`config.mk`:
```
export PLATFORM = sky130hd
export DESIGN_NAME = differential_drive_mixer
export DESIGN_NICKNAME = d
export VERILOG_FILES = /design/src/rtl/ddm_pkg.sv /design/src/rtl/ddm_cfg.sv /design/src/rtl/ddm_ctrl.sv /design/src/rtl/ddm_dp.sv /design/src/rtl/differential_drive_mixer.sv
export SDC_FILE = /design/constraint.sdc
export NUM_CORES = 2
export LEC_CHECK = 0
export ABC_AREA = 1
export BUFFER_PORTS_ARGS = -buffer_cell sky130_fd_sc_hd__buf_2
export CAP_MARGIN = 30
export CORE_MARGIN = 3
export CORE_UTILIZATION = 55
export DETAILED_ROUTE_END_ITERATION = 10
export HOLD_SLACK_MARGIN = 0.03
export PLACE_DENSITY = 0.73
export SYNTH_ARGS = -nofsm -noshare
export SYNTH_HDL_FRONTEND = slang
export SYNTH_SLANG_ARGS = --single-unit
```
`constraint.sdc`:
```
create_clock -name clk_i -period 10.4 [get_ports clk_i]
set_input_delay 2.08 -clock clk_i [delete_from_list [all_inputs] [get_ports clk_i]]
set_output_delay 2.08 -clock clk_i [all_outputs]
set_load 0.02 [all_outputs]
```
`src/rtl/ddm_pkg.sv`:
```
// Package: shared widths, register codes, reset values and control structs of the drive mixer.
`timescale 1ns / 1ps
package ddm_pkg;

  // Stream word widths (padded to whole bytes)
  localparam int unsigned InDataW  = 40;
  localparam int unsigned OutDataW = 40;

  // Configuration port
  localparam int unsigned AddrW = 4;
  localparam int unsigned DataW = 32;

  // Register indexes (paddr[3:2])
  localparam logic [1:0] RegMaxFwd  = 2'd0;
  localparam logic [1:0] RegMaxRev  = 2'd1;
  localparam logic [1:0] RegTimeout = 2'd2;
  localparam logic [1:0] RegAlpha   = 2'd3;

  // Register reset values
  localparam logic [7:0]  MaxFwdRst  = 8'd200;
  localparam logic [7:0]  MaxRevRst  = 8'd60;
  localparam logic [15:0] TimeoutRst = 16'd200;
  localparam logic [15:0] AlphaRst   = 16'd9830;

  // Filter fraction bits default
  localparam int unsigned FracBitsDef = 8;

  // Percent limit and divide-by-100 reciprocal, exact for x < 43690
  localparam logic [6:0]  Pct100    = 7'd100;
  localparam logic [12:0] Div100Mul = 13'd5243;
  localparam int unsigned Div100Sh  = 19;

  typedef struct packed {
    logic [7:0]  max_fwd;
    logic [7:0]  max_rev;
    logic [15:0] timeout;
    logic [15:0] alpha;
  } cfg_t;

  // Step commands from the sequencer to the datapath
  typedef struct packed {
    logic load;
    logic mul1;
    logic div1;
    logic mul2;
    logic div2;
    logic fmul;
    logic fupd;
    logic sel_right;
    logic out_load;
  } cmd_t;

  // Divide a value below 25600 by 100, floor
  function automatic logic [7:0] div100(input logic [14:0] x);
    logic [27:0] p;
    p = x * Div100Mul;
    return p[Div100Sh +: 8];
  endfunction

endpackage

```
`src/rtl/ddm_cfg.sv`:
```
// Module: configuration register file behind the APB-style port.
`timescale 1ns / 1ps
module ddm_cfg (
  input  logic                      clk_i,
  input  logic                      rst_ni,
  input  logic                      psel,
  input  logic                      penable,
  input  logic                      pwrite,
  input  logic [ddm_pkg::AddrW-1:0] paddr,
  input  logic [ddm_pkg::DataW-1:0] pwdata,
  output logic [ddm_pkg::DataW-1:0] prdata,
  output logic                      pready,
  output ddm_pkg::cfg_t             cfg_o
);
  import ddm_pkg::*;

  cfg_t       cfg_q, cfg_d;
  logic [1:0] idx;
  logic       wr_en;

  assign idx    = paddr[3:2];
  assign wr_en  = psel & penable & pwrite;
  assign pready = 1'b1;
  assign cfg_o  = cfg_q;

  // Write decode
  always_comb begin
    cfg_d = cfg_q;
    if (wr_en) begin
      unique case (idx)
        RegMaxFwd:  cfg_d.max_fwd = pwdata[7:0];
        RegMaxRev:  cfg_d.max_rev = pwdata[7:0];
        RegTimeout: cfg_d.timeout = pwdata[15:0];
        RegAlpha:   cfg_d.alpha   = pwdata[15:0];
        default:    cfg_d = cfg_q;
      endcase
    end
  end

  always_ff @(posedge clk_i or negedge rst_ni) begin
    if (!rst_ni) begin
      cfg_q.max_fwd <= MaxFwdRst;
      cfg_q.max_rev <= MaxRevRst;
      cfg_q.timeout <= TimeoutRst;
      cfg_q.alpha   <= AlphaRst;
    end else begin
      cfg_q <= cfg_d;
    end
  end

  // Read mux
  always_comb begin
    unique case (idx)
      RegMaxFwd:  prdata = {24'd0, cfg_q.max_fwd};
      RegMaxRev:  prdata = {24'd0, cfg_q.max_rev};
      RegTimeout: prdata = {16'd0, cfg_q.timeout};
      RegAlpha:   prdata = {16'd0, cfg_q.alpha};
      default:    prdata = '0;
    endcase
  end

endmodule

```
`src/rtl/ddm_ctrl.sv`:
```
// Module: sequencer that steps one word through the mixer datapath and owns the output valid.
`timescale 1ns / 1ps
module ddm_ctrl (
  input  logic          clk_i,
  input  logic          rst_ni,
  input  logic          in_valid_i,
  output logic          in_ready_o,
  output logic          out_valid_o,
  input  logic          out_ready_i,
  output ddm_pkg::cmd_t cmd_o
);
  import ddm_pkg::*;

  localparam logic [3:0] StIdle  = 4'd0;
  localparam logic [3:0] StMul1  = 4'd1;
  localparam logic [3:0] StDiv1  = 4'd2;
  localparam logic [3:0] StMul2  = 4'd3;
  localparam logic [3:0] StDiv2  = 4'd4;
  localparam logic [3:0] StFmulL = 4'd5;
  localparam logic [3:0] StFupdL = 4'd6;
  localparam logic [3:0] StFmulR = 4'd7;
  localparam logic [3:0] StFupdR = 4'd8;
  localparam logic [3:0] StOut   = 4'd9;

  logic [3:0] state_q, state_d;
  logic       ovalid_q, ovalid_d;
  logic       out_free;

  assign in_ready_o  = (state_q == StIdle);
  assign out_valid_o = ovalid_q;
  assign out_free    = !ovalid_q || out_ready_i;

  // Next state and step commands
  always_comb begin
    state_d = state_q;
    ovalid_d = ovalid_q && !out_ready_i;
    cmd_o = '0;
    unique case (state_q)
      StIdle: begin
        cmd_o.load = in_valid_i;
        if (in_valid_i) state_d = StMul1;
      end
      StMul1: begin
        cmd_o.mul1 = 1'b1;
        state_d = StDiv1;
      end
      StDiv1: begin
        cmd_o.div1 = 1'b1;
        state_d = StMul2;
      end
      StMul2: begin
        cmd_o.mul2 = 1'b1;
        state_d = StDiv2;
      end
      StDiv2: begin
        cmd_o.div2 = 1'b1;
        state_d = StFmulL;
      end
      StFmulL: begin
        cmd_o.fmul = 1'b1;
        state_d = StFupdL;
      end
      StFupdL: begin
        cmd_o.fupd = 1'b1;
        state_d = StFmulR;
      end
      StFmulR: begin
        cmd_o.fmul = 1'b1;
        cmd_o.sel_right = 1'b1;
        state_d = StFupdR;
      end
      StFupdR: begin
        cmd_o.fupd = 1'b1;
        cmd_o.sel_right = 1'b1;
        state_d = StOut;
      end
      StOut: begin
        // hold until the output register is free
        if (out_free) begin
          cmd_o.out_load = 1'b1;
          ovalid_d = 1'b1;
          state_d = StIdle;
        end
      end
      default: state_d = StIdle;
    endcase
  end

  always_ff @(posedge clk_i or negedge rst_ni) begin
    if (!rst_ni) begin
      state_q  <= StIdle;
      ovalid_q <= 1'b0;
    end else begin
      state_q  <= state_d;
      ovalid_q <= ovalid_d;
    end
  end

endmodule

```
`src/rtl/ddm_dp.sv`:
```
// Module: mixer datapath: failsafe, throttle map, steering mix, clamp, smoothing filter, split.
`timescale 1ns / 1ps
module ddm_dp #(
  parameter int unsigned FracBits = ddm_pkg::FracBitsDef
) (
  input  logic                         clk_i,
  input  logic                         rst_ni,
  input  ddm_pkg::cmd_t                cmd_i,
  input  ddm_pkg::cfg_t                cfg_i,
  input  logic [ddm_pkg::InDataW-1:0]  in_data_i,
  output logic [ddm_pkg::OutDataW-1:0] out_data_o
);
  import ddm_pkg::*;

  localparam int unsigned SW = FracBits + 10;  // smoothed state width
  localparam int unsigned PW = SW + 18;        // alpha * diff product width

  // Captured and intermediate registers
  logic signed [7:0]    thr_q, ste_q;
  logic                 ok_q;
  logic [14:0]          prod_q, prod_d;
  logic signed [9:0]    base_q;
  logic signed [9:0]    tgt_l_q, tgt_r_q;
  logic signed [SW-1:0] acc_l_q, acc_r_q, acc_upd;
  logic signed [PW-1:0] fprod_q;
  logic [OutDataW-1:0]  out_q;

  // Input unpack and saturate
  logic signed [7:0] in_thr, in_ste, thr_sat, ste_sat;
  logic              in_ok;

  function automatic logic signed [7:0] sat100(input logic signed [7:0] v);
    if (v > 8'sd100) return 8'sd100;
    if (v < -8'sd100) return -8'sd100;
    return v;
  endfunction

  assign in_thr  = in_data_i[7:0];
  assign in_ste  = in_data_i[15:8];
  assign in_ok   = in_data_i[16] && (in_data_i[32:17] < cfg_i.timeout);
  assign thr_sat = in_ok ? sat100(in_thr) : 8'sd0;
  assign ste_sat = in_ok ? sat100(in_ste) : 8'sd0;

  // Multiplier operands for the map and mix steps
  logic [6:0]        num1, ste_abs, fac;
  logic [7:0]        duty1, base_abs, q_div;
  logic              thr_neg;
  logic signed [9:0] inner, tl, tr;

  assign thr_neg  = thr_q[7];
  assign num1     = thr_neg ? 7'(thr_q + 8'sd100) : thr_q[6:0];
  assign duty1    = thr_neg ? cfg_i.max_rev : cfg_i.max_fwd;
  assign ste_abs  = ste_q[7] ? 7'(-ste_q) : ste_q[6:0];
  assign fac      = Pct100 - ste_abs;
  assign base_abs = base_q[9] ? 8'(-base_q) : base_q[7:0];
  assign q_div    = div100(prod_q);
  assign inner    = base_q[9] ? -$signed({2'b00, q_div}) : $signed({2'b00, q_div});

  always_comb begin
    prod_d = prod_q;
    if (cmd_i.mul1) prod_d = num1 * duty1;
    else if (cmd_i.mul2) prod_d = base_abs * fac;
  end

  // Inner wheel pick and clamp
  function automatic logic signed [9:0] clamp_wheel(input logic signed [9:0] v,
                                                    input logic [7:0] fwd,
                                                    input logic [7:0] rev);
    logic signed [10:0] neg_rev;
    neg_rev = -$signed({3'b000, rev});
    if (v > 10'sd0) begin
      return (v > $signed({2'b00, fwd})) ? $signed({2'b00, fwd}) : v;
    end
    return (11'(v) < neg_rev) ? 10'(neg_rev) : v;
  endfunction

  assign tl = (ste_q < 8'sd0) ? inner : base_q;
  assign tr = (ste_q > 8'sd0) ? inner : base_q;

  // Filter: shared multiplier and update for one wheel per step
  logic signed [9:0]    tgt_sel;
  logic signed [SW-1:0] acc_sel, scaled, scaled_abs, acc_abs, step;
  logic signed [SW:0]   diff;
  logic signed [PW-1:0] fprod_sh;

  assign tgt_sel    = cmd_i.sel_right ? tgt_r_q : tgt_l_q;
  assign acc_sel    = cmd_i.sel_right ? acc_r_q : acc_l_q;
  assign scaled     = $signed({{(SW-10){tgt_sel[9]}}, tgt_sel}) <<< FracBits;
  assign diff       = (SW+1)'(scaled) - (SW+1)'(acc_sel);
  assign scaled_abs = scaled[SW-1] ? -scaled : scaled;
  assign acc_abs    = acc_sel[SW-1] ? -acc_sel : acc_sel;
  assign fprod_sh   = fprod_q >>> 16;
  assign step       = fprod_sh[SW-1:0];
  assign acc_upd    = ($unsigned(scaled_abs) > $unsigned(acc_abs)) ? acc_sel + step : scaled;

  // Truncate toward zero and split into duties
  function automatic logic signed [8:0] trunc_val(input logic signed [SW-1:0] a);
    logic signed [SW-1:0] mag;
    mag = a[SW-1] ? -a : a;
    mag = mag >>> FracBits;
    return a[SW-1] ? -mag[8:0] : mag[8:0];
  endfunction

  logic signed [8:0] lv, rv;
  logic [7:0]        lf, lr, rf, rr;

  assign lv = ok_q ? trunc_val(acc_l_q) : 9'sd0;
  assign rv = ok_q ? trunc_val(acc_r_q) : 9'sd0;
  assign lf = (lv > 9'sd0) ? lv[7:0] : 8'd0;
  assign lr = (lv < 9'sd0) ? 8'(-lv) : 8'd0;
  assign rf = (rv > 9'sd0) ? rv[7:0] : 8'd0;
  assign rr = (rv < 9'sd0) ? 8'(-rv) : 8'd0;

  assign out_data_o = out_q;

  // Smoothing state, reset to zero
  always_ff @(posedge clk_i or negedge rst_ni) begin
    if (!rst_ni) begin
      acc_l_q <= '0;
      acc_r_q <= '0;
    end else if (cmd_i.fupd) begin
      if (cmd_i.sel_right) acc_r_q <= acc_upd;
      else acc_l_q <= acc_upd;
    end
  end

  // Payload registers
  always_ff @(posedge clk_i) begin
    if (cmd_i.load) begin
      thr_q <= thr_sat;
      ste_q <= ste_sat;
      ok_q  <= in_ok;
    end
    prod_q <= prod_d;
    if (cmd_i.div1) begin
      base_q <= thr_neg ? $signed({2'b00, q_div}) - $signed({2'b00, cfg_i.max_rev})
                        : $signed({2'b00, q_div});
    end
    if (cmd_i.div2) begin
      tgt_l_q <= clamp_wheel(tl, cfg_i.max_fwd, cfg_i.max_rev);
      tgt_r_q <= clamp_wheel(tr, cfg_i.max_fwd, cfg_i.max_rev);
    end
    if (cmd_i.fmul) fprod_q <= $signed({1'b0, cfg_i.alpha}) * diff;
    if (cmd_i.out_load) out_q <= {7'd0, ok_q, rr, rf, lr, lf};
  end

endmodule

```
`src/rtl/differential_drive_mixer.sv`:
```
// Top level: differential drive mixer with failsafe and acceleration smoothing.
//
//  Port group   Dir  Contents
//  s_axis_*     in   throttle, steering, client_connected, message_age_ms
//  m_axis_*     out  four wheel duties and link_ok
//  APB (p*)     in   max_forward_duty, max_reverse_duty, link_timeout_ms, accel_alpha
//
// A word passes from acceptance to the output register through a fixed
// sequence of map multiply, divide-by-100, mix multiply, divide, then one
// shared filter multiplier and update per wheel, then the output load.
// The input is ready again in the cycle after the load. One word is in
// work at a time; a stalled output holds the last step only. Reset is
// asynchronous, active low; it restores register defaults and clears
// both smoothing accumulators.
`timescale 1ns / 1ps
module differential_drive_mixer #(
  parameter int unsigned SMOOTH_FRACTION_BITS = ddm_pkg::FracBitsDef
) (
  input  logic                         clk_i,
  input  logic                         rst_ni,
  // [7:0] throttle, [15:8] steering, [16] client_connected, [32:17] message_age_ms
  input  logic [ddm_pkg::InDataW-1:0]  s_axis_tdata,
  input  logic                         s_axis_tvalid,
  output logic                         s_axis_tready,
  // [7:0] left_fwd, [15:8] left_rev, [23:16] right_fwd, [31:24] right_rev, [32] link_ok
  output logic [ddm_pkg::OutDataW-1:0] m_axis_tdata,
  output logic                         m_axis_tvalid,
  input  logic                         m_axis_tready,
  input  logic                         psel,
  input  logic                         penable,
  input  logic                         pwrite,
  input  logic [ddm_pkg::AddrW-1:0]    paddr,
  input  logic [ddm_pkg::DataW-1:0]    pwdata,
  output logic [ddm_pkg::DataW-1:0]    prdata,
  output logic                         pready
);
  import ddm_pkg::*;

  cfg_t cfg;
  cmd_t cmd;

  ddm_cfg u_cfg (
    .clk_i   (clk_i),
    .rst_ni  (rst_ni),
    .psel    (psel),
    .penable (penable),
    .pwrite  (pwrite),
    .paddr   (paddr),
    .pwdata  (pwdata),
    .prdata  (prdata),
    .pready  (pready),
    .cfg_o   (cfg)
  );

  ddm_ctrl u_ctrl (
    .clk_i       (clk_i),
    .rst_ni      (rst_ni),
    .in_valid_i  (s_axis_tvalid),
    .in_ready_o  (s_axis_tready),
    .out_valid_o (m_axis_tvalid),
    .out_ready_i (m_axis_tready),
    .cmd_o       (cmd)
  );

  ddm_dp #(
    .FracBits (SMOOTH_FRACTION_BITS)
  ) u_dp (
    .clk_i      (clk_i),
    .rst_ni     (rst_ni),
    .cmd_i      (cmd),
    .cfg_i      (cfg),
    .in_data_i  (s_axis_tdata),
    .out_data_o (m_axis_tdata)
  );

endmodule

```
==> key figures <==
Synthesis
  – Share of synthesized cell area in full adder, half adder and majority cells: between 30% and 40%
  – Synth unique cells: 63
  – Compound-cell area share of the yosys netlist: 8.33%
  – Proportion of synthesized flip-flops having asynchronous set or reset: 44.3%
  – Main combinational cell family by area after synthesis: adder cells
  – Simple-gate area share of the yosys netlist: 21.6%
  – Sequential cell area fraction in the yosys report: 16.6%
  – Most common flop cell mapped by yosys: sky130_fd_sc_hd__edfxtp_1
  – Seq cells post-synth: 201
  – Cell area after synthesis: 33900 um^2
  – Post-synthesis instance total: 4475
  – Xor/xnor cell area share of the yosys netlist: 3.02%
  – EDFF count, synth: 112
  – Synth warn: 0
  – Mux share of post-synthesis cell area: 0%
  – Average size of a mapped cell: around 7.6 um^2

STA
  – Total negative slack for setup checks: 0 ns
  – Hold violation total from the final report: 0
  – Worst slew margin: 32.9%
  – Share of the cycle needed by the critical path after routing: 92.9%
  – Unrepaired setup endpoints after global routing: false
  – Min cycle time layout: 9.66 ns
  – Maximum clock frequency: 104 MHz
  – Pin slew with the least headroom to its limit: 1.01 ns
  – Final Skew: 0.0213 ns
  – Setup Viol. Count Final: 0
  – Slew Limit Fails: 0

GRT
  – Number of global-route vias before repair: 27500
  – Maximum number of pins on one net before global-route repair: 50
  – First-pass GRT wire length: 141 mm
  – Number of antenna violations at the first check in global routing: 0
  – Global Route Usage Sum: 27.3%
  – Gr ovfl total: 0

Critical path
  – Worst Setup Start Kind: register
  – Cell family contributing the most delay on the critical path: adder cells
  – Critical setup path kind: reg2reg
  – CP Max Fanout: 39
  – Startpoint of the worst setup timing path: u_ctrl.state_q[1]
  – CP Data Arrival Time: 9.96 ns
  – CP bufs+invs: 8
  – Worst Path Required: ~11 ns
  – Highest-delay cell along the critical path: sky130_fd_sc_hd__fa_1
  – Largest stage delay, worst path: 0.87 ns
  – Origin of the critical flop-to-flop path: u_ctrl.state_q[1]
  – Nature of the critical path endpoint: register

Routing
  – Antenna violation net count after detailed routing: 0
  – Routed len/inst: 16.2 um
  – Number of vias per cell after detailed routing: ~5.3
  – Drt total wl: about 86 mm
  – Via count: 28400
  – DR DRC count: 0
  – DRC marker count from the first detailed-route iteration: 2278
  – Total iterations of the first detailed-routing run: 6

Place
  – Routability cong.: roughly 0.98
  – Post-Place Cells: 5293
  – Post-detailed-placement half-perimeter wirelength: between 70 and 80 mm
  – I/O Buffers: 108

CTS
  – CTS Hold Buffers Added: 0
  – Clock Tree Buf Depth: 3
  – CTS buffer count: 25
  – Setup fix buffers added after clock tree synthesis: 0
  – Quantity of gates resized following cts: 0
  – Clock Pin Slew Worst Setup and Hold Paths: about 0.060 ns
  – Master cell of the clock root buffer: sky130_fd_sc_hd__clkbuf_16
  – Clock tree from TritonCTS: built
  – Worst-Skew Late Latency: roughly 0.55 ns
  – Depth of the CTS H-tree: 1
  – Sinks on the clock net: 201

Cells and area
  – Fraction of final layout cells sized beyond drive strength 1: approximately 7.0%
  – Most frequent standard cell in the layout excluding fill and tap cells: sky130_fd_sc_hd__nand2_1
  – Number of nets in the layout: 5381
  – Growth of design area from synthesis to finish: 5.83%
  – Count of antenna diodes in the layout: 0
  – Non-filler instance count after layout: 5337
  – Most frequent cells in the layout: sky130_fd_sc_hd__nand2_1 (1010), sky130_fd_sc_hd__inv_1 (990), sky130_fd_sc_hd__fa_1 (414)

Die
  – Die X: 254 um
  – Count of pins on the block boundary: 158
  – Area enclosed by the die boundary: 64600 um^2
  – Chip Height: approximately 250 um
  – Cell Rows: 90
  – Placeable core area: 60700 um^2
  – Initial Utilization: a little under three fifths

Run
  – Total of max-cap violations: 0

Hold path
  – Min-Delay Path Class: reg2reg
  – Worst Min Path Start: u_cfg.cfg_o[30]

Outcome
  – Status: complete, no violations
[through the flow]
step	cell area [um^2]	hold slack [ns]	worst slack [ns]	utilization, %
2_1_floorplan	34000	0.453	2.14	-
3_3_place_gp	35100	0.469	0.868	57.8
3_5_place_dp	35100	0.475	0.805	57.8
4_1_cts	35900	0.492	0.733	59.1
5_1_grt	35900	0.527	0.127	59.1
6_report	35900	0.485	0.742	59.1
[synthesized netlist by cell type (all sizes together) (8+ instances only)]
library cell,instances,area [um^2]
nand2,1031,3940
inv,1016,3810
nor2,416,1660
fa,414,8290
ha,346,4330
o21ai,260,1400
nand3,177,933
a21oi,129,653
edfxtp,112,3360
xor2,94,838
dfrtp,72,1800
clkbuf,70,263
buf,48,350
nor3,44,220
or2,37,231
nand4,29,181
xnor2,21,184
a31oi,17,106
dfstp,17,447
clkinv,15,56.3
o21bai,15,113
o22ai,12,75.1
nand3b,10,75.1
o31ai,10,75.1
o2111ai,8,70.1
[tightest hold or removal path: cells and delay by family, from the launching register on]
kind | cells | cell delay [ns]
compound gates | 1 | 0.06
simple gates | 1 | 0.05
flops | 1 | 0.34
[path summary, 6_finish.rpt]
| check | endpoint | slack [ns] | cells after the start |
|---|---|---|---|
| hold reg to reg | u_cfg.cfg_o[30] | 0.48 | 2 |
| min in group asynchronous | u_ctrl.out_valid_o | 1.51 | 1 |
| max in group asynchronous | u_cfg.cfg_o[12] | 7.79 | 2 |
| setup / recovery | u_dp.fprod_q[33] | 0.74 | 34 |
| hold / removal | u_cfg.cfg_o[30] | 0.48 | 2 |
| setup reg to reg | u_dp.fprod_q[33] | 0.74 | 34 |
[routing by layer]
layer / share of wire [%] / global-route usage, % / routed length (um)
met1: 45 / 39.0 / 38800
met2: 45 / 43.7 / 38600
met3: 8.3 / 5.32 / 7150
met4: 1.8 / 5.10 / 1590
met5: 0.10 / 1.03 / 90
[layout make-up]
type / instances / area, um^2
fillers: 5567 / 24800
clock inverters: 14 / 145
well taps: 782 / 978
repair buffers: 132 / 723
flip-flops and latches: 201 / 5610
multi-input cells: 3147 / 23900
clock buffers: 30 / 644
inverters: 1031 / 3870
[kinds of logic after synthesis]
logic type / after synthesis
fa+ha+maj: 760
simple gates: 1757
compound gates: 491
other cells: 2
flops: 201
buf+inv: 1149
xor+xnor: 115
[flip-flops by register name, summed over array words and instances, names as in the netlist, 9 cells and up]
register         cells
u_cfg.cfg_o         48
u_dp.out_data_o     33
u_dp.acc_l_q        18
u_dp.acc_r_q        18
u_dp.fprod_q        18
u_dp.prod_q         15
u_dp.tgt_l_q        10
u_dp.tgt_r_q        10
u_dp.base_q          9
Power is not shown: default switching activity piles up to over one toggle a cycle in this logic, so the estimate is an artifact.
